==> src/sv/stt_pkg.sv <==
// Shared types and constants for the source text tokenizer.
`default_nettype none

package stt_pkg;

    localparam int OFFSET_BITS_DEF = 16;   // default width of offset and length counters
    localparam int CHAR_BITS       = 8;
    localparam int TOK_BITS        = 16;   // start and length fields on the output bus
    localparam int KIND_BITS       = 4;
    localparam int S_TDATA_BITS    = 8;
    localparam int M_TDATA_BITS    = 40;   // 36 bits of fields, padded to whole bytes
    localparam int FIFO_DEPTH      = 4;
    localparam int FIFO_PTR_BITS   = $clog2(FIFO_DEPTH);
    localparam int FIFO_CNT_BITS   = $clog2(FIFO_DEPTH + 1);

    typedef enum logic [KIND_BITS-1:0] {
        KIND_IDENT   = 4'd0,
        KIND_FN      = 4'd1,
        KIND_IF      = 4'd2,
        KIND_ELSE    = 4'd3,
        KIND_NUMBER  = 4'd4,
        KIND_PLUS    = 4'd5,
        KIND_MINUS   = 4'd6,
        KIND_STAR    = 4'd7,
        KIND_SLASH   = 4'd8,
        KIND_LPAREN  = 4'd9,
        KIND_RPAREN  = 4'd10,
        KIND_COMMA   = 4'd11,
        KIND_LBRACE  = 4'd12,
        KIND_RBRACE  = 4'd13,
        KIND_EQUAL   = 4'd14,
        KIND_UNKNOWN = 4'd15
    } t_kind;

    // one token as it sits in the output queue
    typedef struct packed {
        t_kind               kind;
        logic [TOK_BITS-1:0] start;
        logic [TOK_BITS-1:0] length;
        logic                last;
    } t_tok;

    // tokens produced by one byte, tok0 goes out first
    typedef struct packed {
        logic [1:0] num;
        t_tok       tok1;
        t_tok       tok0;
    } t_push;

endpackage

`default_nettype wire

==> src/sv/stt_scan.sv <==
// Byte scanner: input register, scan state and per-byte token decisions.
`default_nettype none

module stt_scan
    import stt_pkg::*;
#(
    parameter int OFFSET_BITS = OFFSET_BITS_DEF
) (
    input  logic                     i_clk,
    input  logic                     i_rst_n,
    input  logic                     i_s_valid,
    output logic                     o_s_ready,
    input  logic [CHAR_BITS-1:0]     i_char,
    input  logic                     i_eot,
    input  logic [FIFO_CNT_BITS-1:0] i_space,
    output t_push                    o_push
);

    typedef enum logic [3:0] {
        MODE_IDLE  = 4'b0001,
        MODE_IDENT = 4'b0010,
        MODE_INT   = 4'b0100,
        MODE_FRAC  = 4'b1000
    } t_mode;

    // keyword prefix tracker
    typedef enum logic [8:0] {
        KW_NONE = 9'b000000001,
        KW_F    = 9'b000000010,
        KW_FN   = 9'b000000100,
        KW_I    = 9'b000001000,
        KW_IF   = 9'b000010000,
        KW_E    = 9'b000100000,
        KW_EL   = 9'b001000000,
        KW_ELS  = 9'b010000000,
        KW_ELSE = 9'b100000000
    } t_kw;

    localparam logic [OFFSET_BITS-1:0] OFF_MAX = {OFFSET_BITS{1'b1}};
    localparam logic [OFFSET_BITS-1:0] OFF_ONE = OFFSET_BITS'(1);

    function automatic logic [OFFSET_BITS-1:0] sat_inc(input logic [OFFSET_BITS-1:0] v);
        return (v == OFF_MAX) ? v : v + OFF_ONE;
    endfunction

    function automatic logic [TOK_BITS-1:0] fit(input logic [OFFSET_BITS-1:0] v);
        logic [31:0] w;
        w = 32'(v);
        return w[TOK_BITS-1:0];
    endfunction

    function automatic t_kind sym_kind(input logic [CHAR_BITS-1:0] c);
        case (c)
            "+":     return KIND_PLUS;
            "-":     return KIND_MINUS;
            "*":     return KIND_STAR;
            "/":     return KIND_SLASH;
            "(":     return KIND_LPAREN;
            ")":     return KIND_RPAREN;
            ",":     return KIND_COMMA;
            "{":     return KIND_LBRACE;
            "}":     return KIND_RBRACE;
            "=":     return KIND_EQUAL;
            default: return KIND_UNKNOWN;
        endcase
    endfunction

    function automatic t_kw kw_first(input logic [CHAR_BITS-1:0] c);
        case (c)
            "f":     return KW_F;
            "i":     return KW_I;
            "e":     return KW_E;
            default: return KW_NONE;
        endcase
    endfunction

    function automatic t_kw kw_next(input t_kw p, input logic [CHAR_BITS-1:0] c);
        case (p)
            KW_F:    return (c == "n") ? KW_FN   : KW_NONE;
            KW_I:    return (c == "f") ? KW_IF   : KW_NONE;
            KW_E:    return (c == "l") ? KW_EL   : KW_NONE;
            KW_EL:   return (c == "s") ? KW_ELS  : KW_NONE;
            KW_ELS:  return (c == "e") ? KW_ELSE : KW_NONE;
            default: return KW_NONE;
        endcase
    endfunction

    function automatic t_kind word_kind(input t_mode m, input t_kw k);
        if (m != MODE_IDENT) begin
            return KIND_NUMBER;
        end
        case (k)
            KW_FN:   return KIND_FN;
            KW_IF:   return KIND_IF;
            KW_ELSE: return KIND_ELSE;
            default: return KIND_IDENT;
        endcase
    endfunction

    // input register
    logic                   r_vld;
    logic [CHAR_BITS-1:0]   r_char;
    logic                   r_eot;

    // scan state
    t_mode                  r_mode, n_mode;
    t_kw                    r_kw, n_kw;
    logic [OFFSET_BITS-1:0] r_off, n_off;
    logic [OFFSET_BITS-1:0] r_start, n_start;
    logic [OFFSET_BITS-1:0] r_len, n_len;

    logic is_letter, is_digit, is_space, is_dot, is_word, is_sym;
    logic ext_id, ext_num, to_frac, extend;
    logic have_a, have_b, have_c;
    logic [1:0] need;
    logic go;
    t_kind sym;
    t_mode                  p_mode;
    t_kw                    p_kw;
    logic [OFFSET_BITS-1:0] p_start, p_len;
    t_tok tok_a, tok_b, tok_c;

    always_comb begin
        is_letter = (r_char inside {["a":"z"], ["A":"Z"]});
        is_digit  = (r_char inside {["0":"9"]});
        is_space  = (r_char inside {" ", [8'd9:8'd13]});
        is_dot    = (r_char == ".");
        is_word   = is_letter || (r_char == "_");
        sym       = sym_kind(r_char);
        is_sym    = (sym != KIND_UNKNOWN);

        ext_id  = (r_mode == MODE_IDENT) && (is_word || is_digit);
        ext_num = ((r_mode == MODE_INT) || (r_mode == MODE_FRAC)) && is_digit;
        to_frac = (r_mode == MODE_INT) && is_dot;
        extend  = ext_id || ext_num || to_frac;

        // pending token after this byte, before any end-of-text flush
        p_mode  = MODE_IDLE;
        p_kw    = KW_NONE;
        p_start = r_start;
        p_len   = '0;
        if (ext_id) begin
            p_mode  = MODE_IDENT;
            p_kw    = kw_next(r_kw, r_char);
            p_len   = sat_inc(r_len);
        end else if (ext_num) begin
            p_mode  = r_mode;
            p_len   = sat_inc(r_len);
        end else if (to_frac) begin
            p_mode  = MODE_FRAC;
            p_len   = sat_inc(r_len);
        end else if (is_word) begin
            p_mode  = MODE_IDENT;
            p_kw    = kw_first(r_char);
            p_start = r_off;
            p_len   = OFF_ONE;
        end else if (is_digit) begin
            p_mode  = MODE_INT;
            p_start = r_off;
            p_len   = OFF_ONE;
        end else if (is_dot) begin
            p_mode  = MODE_FRAC;
            p_start = r_off;
            p_len   = OFF_ONE;
        end

        // a: old token closed by this byte; b: symbol or unknown; c: flush at end of text
        have_a = !extend && (r_mode != MODE_IDLE);
        have_b = !extend && !is_space && !is_word && !is_digit && !is_dot;
        have_c = r_eot && (p_mode != MODE_IDLE);
        need   = {1'b0, have_a} + {1'b0, (have_b || have_c)};

        tok_a.kind   = word_kind(r_mode, r_kw);
        tok_a.start  = fit(r_start);
        tok_a.length = fit(r_len);
        tok_a.last   = 1'b0;
        tok_b.kind   = is_sym ? sym : KIND_UNKNOWN;
        tok_b.start  = fit(r_off);
        tok_b.length = fit(OFF_ONE);
        tok_b.last   = 1'b1;
        tok_c.kind   = word_kind(p_mode, p_kw);
        tok_c.start  = fit(p_start);
        tok_c.length = fit(p_len);
        tok_c.last   = 1'b1;

        go        = r_vld && ({1'b0, need} <= i_space);
        o_s_ready = !r_vld || go;

        o_push.num  = go ? need : 2'd0;
        o_push.tok0 = have_a ? tok_a : (have_b ? tok_b : tok_c);
        o_push.tok0.last = (need == 2'd1);
        o_push.tok1 = have_b ? tok_b : tok_c;

        n_mode  = r_mode;
        n_kw    = r_kw;
        n_start = r_start;
        n_len   = r_len;
        n_off   = r_off;
        if (go) begin
            n_start = p_start;
            if (r_eot) begin
                n_mode = MODE_IDLE;
                n_kw   = KW_NONE;
                n_len  = '0;
                n_off  = '0;
            end else begin
                n_mode = p_mode;
                n_kw   = p_kw;
                n_len  = p_len;
                n_off  = sat_inc(r_off);
            end
        end
    end

    always_ff @(posedge i_clk) begin
        if (!i_rst_n) begin
            r_vld   <= 1'b0;
            r_mode  <= MODE_IDLE;
            r_kw    <= KW_NONE;
            r_off   <= '0;
            r_start <= '0;
            r_len   <= '0;
        end else begin
            if (o_s_ready) begin
                r_vld <= i_s_valid;
            end
            r_mode  <= n_mode;
            r_kw    <= n_kw;
            r_off   <= n_off;
            r_start <= n_start;
            r_len   <= n_len;
        end
    end

    always_ff @(posedge i_clk) begin
        if (o_s_ready && i_s_valid) begin
            r_char <= i_char;
            r_eot  <= i_eot;
        end
    end

`ifndef SYNTHESIS
    a_eot_rewinds: assert property (@(posedge i_clk) disable iff (!i_rst_n)
        go && r_eot |=> (r_off == '0) && (r_mode == MODE_IDLE))
        else $error("end of text did not rewind the scanner");

    a_pending_len: assert property (@(posedge i_clk) disable iff (!i_rst_n)
        (r_mode != MODE_IDLE) |-> (r_len != '0))
        else $error("pending token with zero length");

    a_last_order: assert property (@(posedge i_clk) disable iff (!i_rst_n)
        (o_push.num == 2'd2) |-> (o_push.tok1.last && !o_push.tok0.last))
        else $error("last flag on wrong token of a pair");
`endif

endmodule

`default_nettype wire

==> src/sv/stt_fifo.sv <==
// Output token queue: takes up to two tokens per cycle, sends one per beat.
`default_nettype none

module stt_fifo
    import stt_pkg::*;
(
    input  logic                     i_clk,
    input  logic                     i_rst_n,
    input  t_push                    i_push,
    output logic [FIFO_CNT_BITS-1:0] o_space,
    output logic                     o_valid,
    input  logic                     i_ready,
    output t_tok                     o_tok
);

    localparam logic [FIFO_PTR_BITS-1:0] PTR_ONE = FIFO_PTR_BITS'(1);
    localparam logic [FIFO_CNT_BITS-1:0] CNT_DEPTH = FIFO_CNT_BITS'(FIFO_DEPTH);

    t_tok                     r_mem [FIFO_DEPTH];
    logic [FIFO_PTR_BITS-1:0] r_wp, n_wp;
    logic [FIFO_PTR_BITS-1:0] r_rp, n_rp;
    logic [FIFO_CNT_BITS-1:0] r_count, n_count;
    logic                     pop;

    always_comb begin
        o_valid = (r_count != '0);
        o_tok   = r_mem[r_rp];
        pop     = o_valid && i_ready;
        // slots free this cycle, counting the one freed by a pop
        o_space = CNT_DEPTH - r_count + FIFO_CNT_BITS'(pop);
        n_wp    = r_wp + FIFO_PTR_BITS'(i_push.num);
        n_rp    = pop ? r_rp + PTR_ONE : r_rp;
        n_count = r_count + FIFO_CNT_BITS'(i_push.num) - FIFO_CNT_BITS'(pop);
    end

    always_ff @(posedge i_clk) begin
        if (!i_rst_n) begin
            r_wp    <= '0;
            r_rp    <= '0;
            r_count <= '0;
        end else begin
            r_wp    <= n_wp;
            r_rp    <= n_rp;
            r_count <= n_count;
        end
    end

    always_ff @(posedge i_clk) begin
        if (i_push.num != 2'd0) begin
            r_mem[r_wp] <= i_push.tok0;
        end
        if (i_push.num == 2'd2) begin
            r_mem[r_wp + PTR_ONE] <= i_push.tok1;
        end
    end

`ifndef SYNTHESIS
    a_no_overflow: assert property (@(posedge i_clk) disable iff (!i_rst_n)
        {1'b0, i_push.num} <= {1'b0, o_space})
        else $error("token queue overflow");

    a_count_range: assert property (@(posedge i_clk) disable iff (!i_rst_n)
        r_count <= CNT_DEPTH)
        else $error("token queue count out of range");
`endif

endmodule

`default_nettype wire

==> src/sv/source_text_tokenizer.sv <==
// Top level of the streaming source text tokenizer.
//
// Slave side: one ASCII byte per beat in tdata, tlast marks the final byte
// of a text. Master side: one token per beat, kind, start offset and length
// in tdata; tlast marks the last token caused by a given input byte.
// A byte produces zero, one or two tokens. A token is sent after the byte
// that ends it arrives, or with its own last byte when that byte has tlast.
// Keywords fn, if and else are recognized with a prefix tracker.
// A token is offered on the master side once the byte that causes it has
// been accepted: the byte is held in the input register, its tokens are
// then written into the token queue, and a token waits longer only while
// older tokens are still queued ahead of it.
// Throughput: one byte per cycle sustained while the queue has room; each
// byte is decided by the logic between the input register and a four-entry
// token queue. The queue absorbs the two-token bursts; a byte waits in the
// input register only while the queue lacks room for its tokens, which
// happens when the receiver stalls. Stalls never drop or repeat tokens.
// Reset (synchronous, active low) empties both stages, returns the scanner
// to idle and sets the byte offset to zero. Offsets and lengths saturate at
// 2^OFFSET_BITS - 1; after a tlast byte the offset restarts at zero.
`default_nettype none

module source_text_tokenizer
    import stt_pkg::*;
#(
    parameter int OFFSET_BITS = OFFSET_BITS_DEF
) (
    input  logic                    i_clk,
    input  logic                    i_rst_n,
    input  logic                    i_s_axis_tvalid,
    output logic                    o_s_axis_tready,
    input  logic [S_TDATA_BITS-1:0] i_s_axis_tdata,  // [7:0] char_code
    input  logic                    i_s_axis_tlast,  // end_of_text
    output logic                    o_m_axis_tvalid,
    input  logic                    i_m_axis_tready,
    output logic [M_TDATA_BITS-1:0] o_m_axis_tdata,  // [3:0] kind, [19:4] start,
                                                     // [35:20] length, [39:36] zero
    output logic                    o_m_axis_tlast   // run_last
);

    t_push                    push;
    logic [FIFO_CNT_BITS-1:0] space;
    t_tok                     head;

    stt_scan #(
        .OFFSET_BITS (OFFSET_BITS)
    ) u_scan (
        .i_clk     (i_clk),
        .i_rst_n   (i_rst_n),
        .i_s_valid (i_s_axis_tvalid),
        .o_s_ready (o_s_axis_tready),
        .i_char    (i_s_axis_tdata[CHAR_BITS-1:0]),
        .i_eot     (i_s_axis_tlast),
        .i_space   (space),
        .o_push    (push)
    );

    stt_fifo u_fifo (
        .i_clk   (i_clk),
        .i_rst_n (i_rst_n),
        .i_push  (push),
        .o_space (space),
        .o_valid (o_m_axis_tvalid),
        .i_ready (i_m_axis_tready),
        .o_tok   (head)
    );

    assign o_m_axis_tdata = {4'b0000, head.length, head.start, head.kind};
    assign o_m_axis_tlast = head.last;

endmodule

`default_nettype wire
==> config.mk <==
export PLATFORM = sky130hd
export DESIGN_NAME = source_text_tokenizer
export DESIGN_NICKNAME = d
export VERILOG_FILES = /design/src/sv/stt_pkg.sv /design/src/sv/stt_scan.sv /design/src/sv/stt_fifo.sv /design/src/sv/source_text_tokenizer.sv
export SDC_FILE = /design/constraint.sdc
export NUM_CORES = 1
export LEC_CHECK = 0
export BUFFER_PORTS_ARGS = -buffer_cell sky130_fd_sc_hd__clkbuf_2
export CAP_MARGIN = 5
export CORE_ASPECT_RATIO = 1.75
export CORE_UTILIZATION = 50
export DETAILED_ROUTE_END_ITERATION = 8
export GPL_ROUTABILITY_DRIVEN = 0
export PLACE_DENSITY_LB_ADDON = 0.2
export SLEW_MARGIN = 40
export SYNTH_ARGS = -nofsm -noshare
export SYNTH_HDL_FRONTEND = slang
export SYNTH_SLANG_ARGS = --single-unit
export TNS_END_PERCENT = 5
==> constraint.sdc <==
create_clock -name i_clk -period 5.37 [get_ports i_clk]
set_clock_uncertainty 0.1 [all_clocks]
set_input_delay 0 -clock i_clk [delete_from_list [all_inputs] [get_ports i_clk]]
set_output_delay 0 -clock i_clk [all_outputs]
set_load 0.01 [all_outputs]
-- Word-level counts from Yosys, hierarchy flattened
Memories as Yosys holds them, arrays and structs flattened. A register that Yosys moved wholly into a read port is not among the register bits.
Index checks and enable logic that the tools add are counted.
- $add $sub $neg: 10
- $lt $le $gt $ge: 9
- equality and inequality tests: 43
- muxes and demuxes: 54
- reduce and logical (&&, ||, !) cells: 34
- operators by type and width (cell ; count):
    $mux W16 ; 15
    $eq A8 B6 Y1 const B ; 10
    $mux W37 ; 2
    $eq A8 B7 Y1 const B ; 9
    $mux W9 ; 6
    $mux W4 ; 12
    $pmux W9 S5 ; 1
    $pmux W4 S10 ; 1
    $add A16 B1 Y16 const B ; 2
    $eq A16 B16 Y1 const B ; 2
    $eq A9 B3 Y1 const B ; 2
    $eq A9 B5 Y1 const B ; 2
    $eq A9 B9 Y1 const B ; 2
    $pmux W6 S3 ; 1
    $ge A8 B7 Y1 const B ; 2
    $le A8 B7 Y1 const B ; 2
    $logic_and A1 B1 Y1 ; 16
    $pmux W2 S3 ; 2
    $eq A9 B2 Y1 const B ; 1
    $eq A9 B4 Y1 const B ; 1
    $eq A9 B6 Y1 const B ; 1
    $eq A9 B7 Y1 const B ; 1
    $eq A9 B8 Y1 const B ; 1
    $ge A8 B4 Y1 const B ; 1
    other kinds (31) ; 55
- register bits after elaboration: 78
- RAM bits: 148
- input port bits: 13
- output and inout port bits: 43
- word-level logic and storage cells: 162
- memories: 1
- memory list (name ; words ; bits a word ; read ports ; clocked after memory_dff ; wr ports ; line ; RTL):
    u_fifo.r_mem ; 4 ; 37 ; 1 ; 1 ; 2 ; stt_fifo.sv:19 ; t_tok r_mem [FIFO_DEPTH];

-- Longest topological paths before layout
- word-level depth: 21
- depth in mapped cells: 22
- gate-level depth less buffers: 20

-- By module
Synthesis repeated with hierarchy kept, for this count alone.
- cell total of the unflattened synthesis: 1064
- area total of the unflattened synthesis: 12767.2 um^2
- modules (own cells, without submodules) (module ; times used ; cells an instance ; area an instance (um^2) ; seq. area each (um^2)):
    stt_fifo ; 1 ; 410 ; 7688.6 ; 4624.4
    stt_scan ; 1 ; 649 ; 5044.8 ; 1511.4
    source_text_tokenizer ; 1 ; 5 ; 33.8 ; 0.0

-- Worst setup path after synthesis
OpenSTA, ideal clock, no wires.
- path kind: reg-to-reg
- start: reg u_scan.r_mode[2]
- end: mem u_fifo.r_mem[2][23] (netlist name), data pin
- setup time: 0.256 ns
- data arrival time: 4.598 ns
- required time: 5.014 ns
- path slack: 0.416 ns
- stages on the path, launching flop included: 17
- path buffers: 2
- period minus slack after synthesis: 4.954 ns
- cell sequence: dfxtp_1 -> buf_2 -> or4b_2 -> o22a_1 -> nand3_1 -> inv_1 -> ha_1 -> inv_1 -> ha_1 -> nand2b_1 -> a221oi_2 -> nor2_1 -> nand2_1 -> inv_1 -> a32o_1 -> clkbuf_1 -> a22o_1
- RTL lines (item ; line ; RTL):
    start, declared ; stt_scan.sv:106 ; t_mode r_mode, n_mode;
    start signal, assigned ; stt_scan.sv:227 ; r_mode <= n_mode;
    end, declared ; stt_fifo.sv:19 ;

==> out/qor.csv <==
stage,metric,value,unit
status,status,completed,
floorplanning,fp.coreArea,23300,um^2
worst_setup_path,endpoint_kind,register,
finish,layout_common_cells,"edfxtp_1, nand2_1, a21oi_1, nor2_1, dfxtp_1",
global_route,overflow,0,
place,io_buffers,51,
routing,vias,9111,
logic_synthesis,seq_area_frac_synth,0.515,
timing,setup_tns,0,ns
timing,tightest_slew,0.800,ns
worst_setup_path,critical_path.reg2reg.endpoint,u_fifo.r_mem[2][27],
pwr,p_per_area,394,nW/um^2
cts,cts_tree,done,
timing,fmax,0.201,GHz
global_route,first_global_vias,8925,
worst_setup_path,crit_path_start,u_scan.r_char[4],
worst_setup_path,crit_type,register to register,
place,dp_hpwl,21100,um
cts,clock_latency,0.53,ns
routing,viasPerCell,6.22,
logic_synthesis,synth_top_area_share,0.388,
finish,fillerInstances,2069,
worst_setup_path,r2r_cells,17,
floorplanning,fp.dieH,206,um
logic_synthesis,synth-edff-count,153,
cts,clk_pin_slew,0.06,ns
cts,cts_max_level,1,
hold_path,min_to,u_scan.r_char[3],
worst_setup_path,rr_startpoint,u_scan.r_char[4],
logic_synthesis,synth.distinct_cells,79,
logic_synthesis,ys.flop_type,edfxtp_1,
hold_path,worstHoldStart,i_s_axis_tdata[3],
place,dp.cells,1413,
logic_synthesis,ys_seq_elements,228,
cts,cts-root-buf,clkbuf_16,
routing,ant_nets,0,
logic_synthesis,async_reset_ff_frac,0,
finish,n_antenna_cell,0,
logic_synthesis,synth_area_leader_cell,edfxtp_1,
finish,syn_to_final_growth,12.0,%
routing,wl,31500,um
finish,final_cells,1465,
timing,slew_viol_final,0,
timing,min_period_over_period,0.925,
worst_setup_path,crit_fanout,35,
routing,drtPass1Iterations,5,
logic_synthesis,yosysWarnings,0,
hold_path,hold_class,primary input to register,
worst_setup_path,rrSetupSlack,0.40,ns
timing,fin_crit,4.97,ns
pwr,ir_worst_vdd,0.000294,V
floorplanning,die-area,24300,um^2
worst_setup_path,worstPathArrival,5.14,ns
pwr,p_leak,0.00459,uW
global_route,antenna_found_initial,0,
global_route,grt_max_degree,50,
global_route,grt_pass1_wl,48900,um
floorplanning,rows,74,
hold_path,holdPathStages,2,
floorplanning,io_pins,56,
floorplanning,die_x,118,um
worst_setup_path,startpoint_type,register,
logic_synthesis,syn_area,11800,um^2
cts,numCtsBuffers,22,
finish,final_common_cell,edfxtp_1,
logic_synthesis,syn_avg_cell_area,10.6,um^2
logic_synthesis,synthCells,1119,
finish,drive_above_1_share,0.158,
cts,clockBufferDepth,3,
routing,drt_iter0_drc,1013,
routing,wire_per_inst,21.5,um
timing,relSlewSlack,0.467,
routing,post-route-drc-count,0,
floorplanning,initial_core_util,0.507,
worst_setup_path,crit_required,5.55,ns
timing,setup-violations-final,0,
place,pre_cts_slack,0.351,ns
timing,hold_viol,0,
logic_synthesis,ys_top_cells_by_area,"edfxtp_1, dfxtp_1, mux4_2",
timing,setup_ws,0.402,ns
job,max-cap-violations,0,
finish,nets,1170,
global_route,track_usage,0.262,
cts,cts_sinks,228,
==> cell usage after synthesis (12+ instances only) <==
| library cell | count |
|---|---|
| edfxtp_1 | 153 |
| nand2_1 | 109 |
| a21oi_1 | 93 |
| nor2_1 | 92 |
| dfxtp_1 | 75 |
| clkbuf_1 | 69 |
| o21ai_0 | 67 |
| a22o_1 | 51 |
| mux4_2 | 37 |
| nor3_1 | 32 |
| nand3_1 | 30 |
| inv_1 | 27 |
| xnor2_1 | 26 |
| mux2i_1 | 19 |
| or3_1 | 19 |
| o22ai_1 | 17 |
| buf_2 | 16 |
| nand2b_1 | 12 |
==> worst max-delay path: stages (launching register included) <==
cell      delay, ns
edfxtp_1       0.55
nor4b_1        0.51
nand4_1        0.23
o22a_1         0.28
nand3_1        0.12
inv_1          0.11
ha_1           0.32
inv_1          0.09
ha_1           0.20
nand2b_1       0.17
a221oi_4       0.47
nand2b_1       0.18
buf_4          0.37
nor3_1         0.12
a21oi_1        0.35
nor2_1         0.07
buf_4          0.21
a22o_1         0.25
==> final cells by class <==
cell class	count	area (um^2)	share of cell area
Multi-Input combinational cell	771	5290	0.399
Tap cell	304	380	0.0287
Clock inverter	11	145	0.0109
Inverter	27	101	0.00764
Timing Repair Buffer	95	616	0.0464
Clock buffer	29	629	0.0474
Sequential cell	228	6100	0.460
==> cells by family (layout without fill, tap and decap cells) <==
kind of cell    Yosys count  after routing  synth area share
flops                   228            228             0.515
simple gates            372            372             0.156
buf+inv                 123            162            0.0430
fa+ha+maj                12             12            0.0133
mux                      57             57            0.0874
other cells               1              4          0.000317
compound gates          296            296             0.163
xor+xnor                 30             30            0.0222
==> layer usage <==
metal  share of wire  wire length, um  GRT usage
met2            0.55            17300      0.509
met5               0                0          0
met4           0.053             1680      0.148
met3           0.043             1370     0.0227
met1            0.35            11100      0.274
==> sequential cells by signal, indices dropped and copies added, names as in the netlist, named ones only <==
name,cells
u_fifo.r_count,3
u_fifo.r_mem,148
u_fifo.r_rp,2
u_fifo.r_wp,2
u_scan.r_char,8
u_scan.r_eot,1
u_scan.r_kw,9
u_scan.r_len,16
u_scan.r_mode,4
u_scan.r_off,16
u_scan.r_start,16
u_scan.r_vld,1
==> power breakdown <==
group          leakage [uW]  internal, uW  switching [uW]
clock network      0.000371           977             684
logic               0.00201           548             866
registers           0.00221          2030             123
==> worst max path at each step <==
stage | end | slack [ns] | cells after the start
after floorplan | u_fifo.r_mem[2][23] | 0.42 | 16
after global placement | u_fifo.r_mem[2][19] | 0.50 | 17
after detailed placement | u_fifo.r_mem[2][27] | 0.35 | 17
after CTS | u_fifo.r_mem[2][27] | 0.34 | 17
after global routing | u_fifo.r_mem[2][25] | -0.01 | 17
final | u_fifo.r_mem[2][27] | 0.40 | 17
==> stage by stage <==
step           cell area [um^2]  hold slack [ns]   util  total power [uW]
2_1_floorplan             11900         -0.00113      -              3060
3_3_place_gp              12300           0.0770  0.529              3570
4_1_cts                   13200           0.0774  0.568              5240
3_5_place_dp              12300           0.0791  0.529              3580
5_1_grt                   13300            0.102  0.569              5440
6_report                  13300           0.0903  0.569              5230
==> what timing repair did <==
action | in CTS | in global routing
gates resized for setup | 0 | 1
hold endpoints to repair | 29 | 0
hold buffers | 12 | 0
setup endpoints to repair | 0 | 16
buffers inserted | 0 | 0
Note: power is estimated with default switching activity, not from simulation.
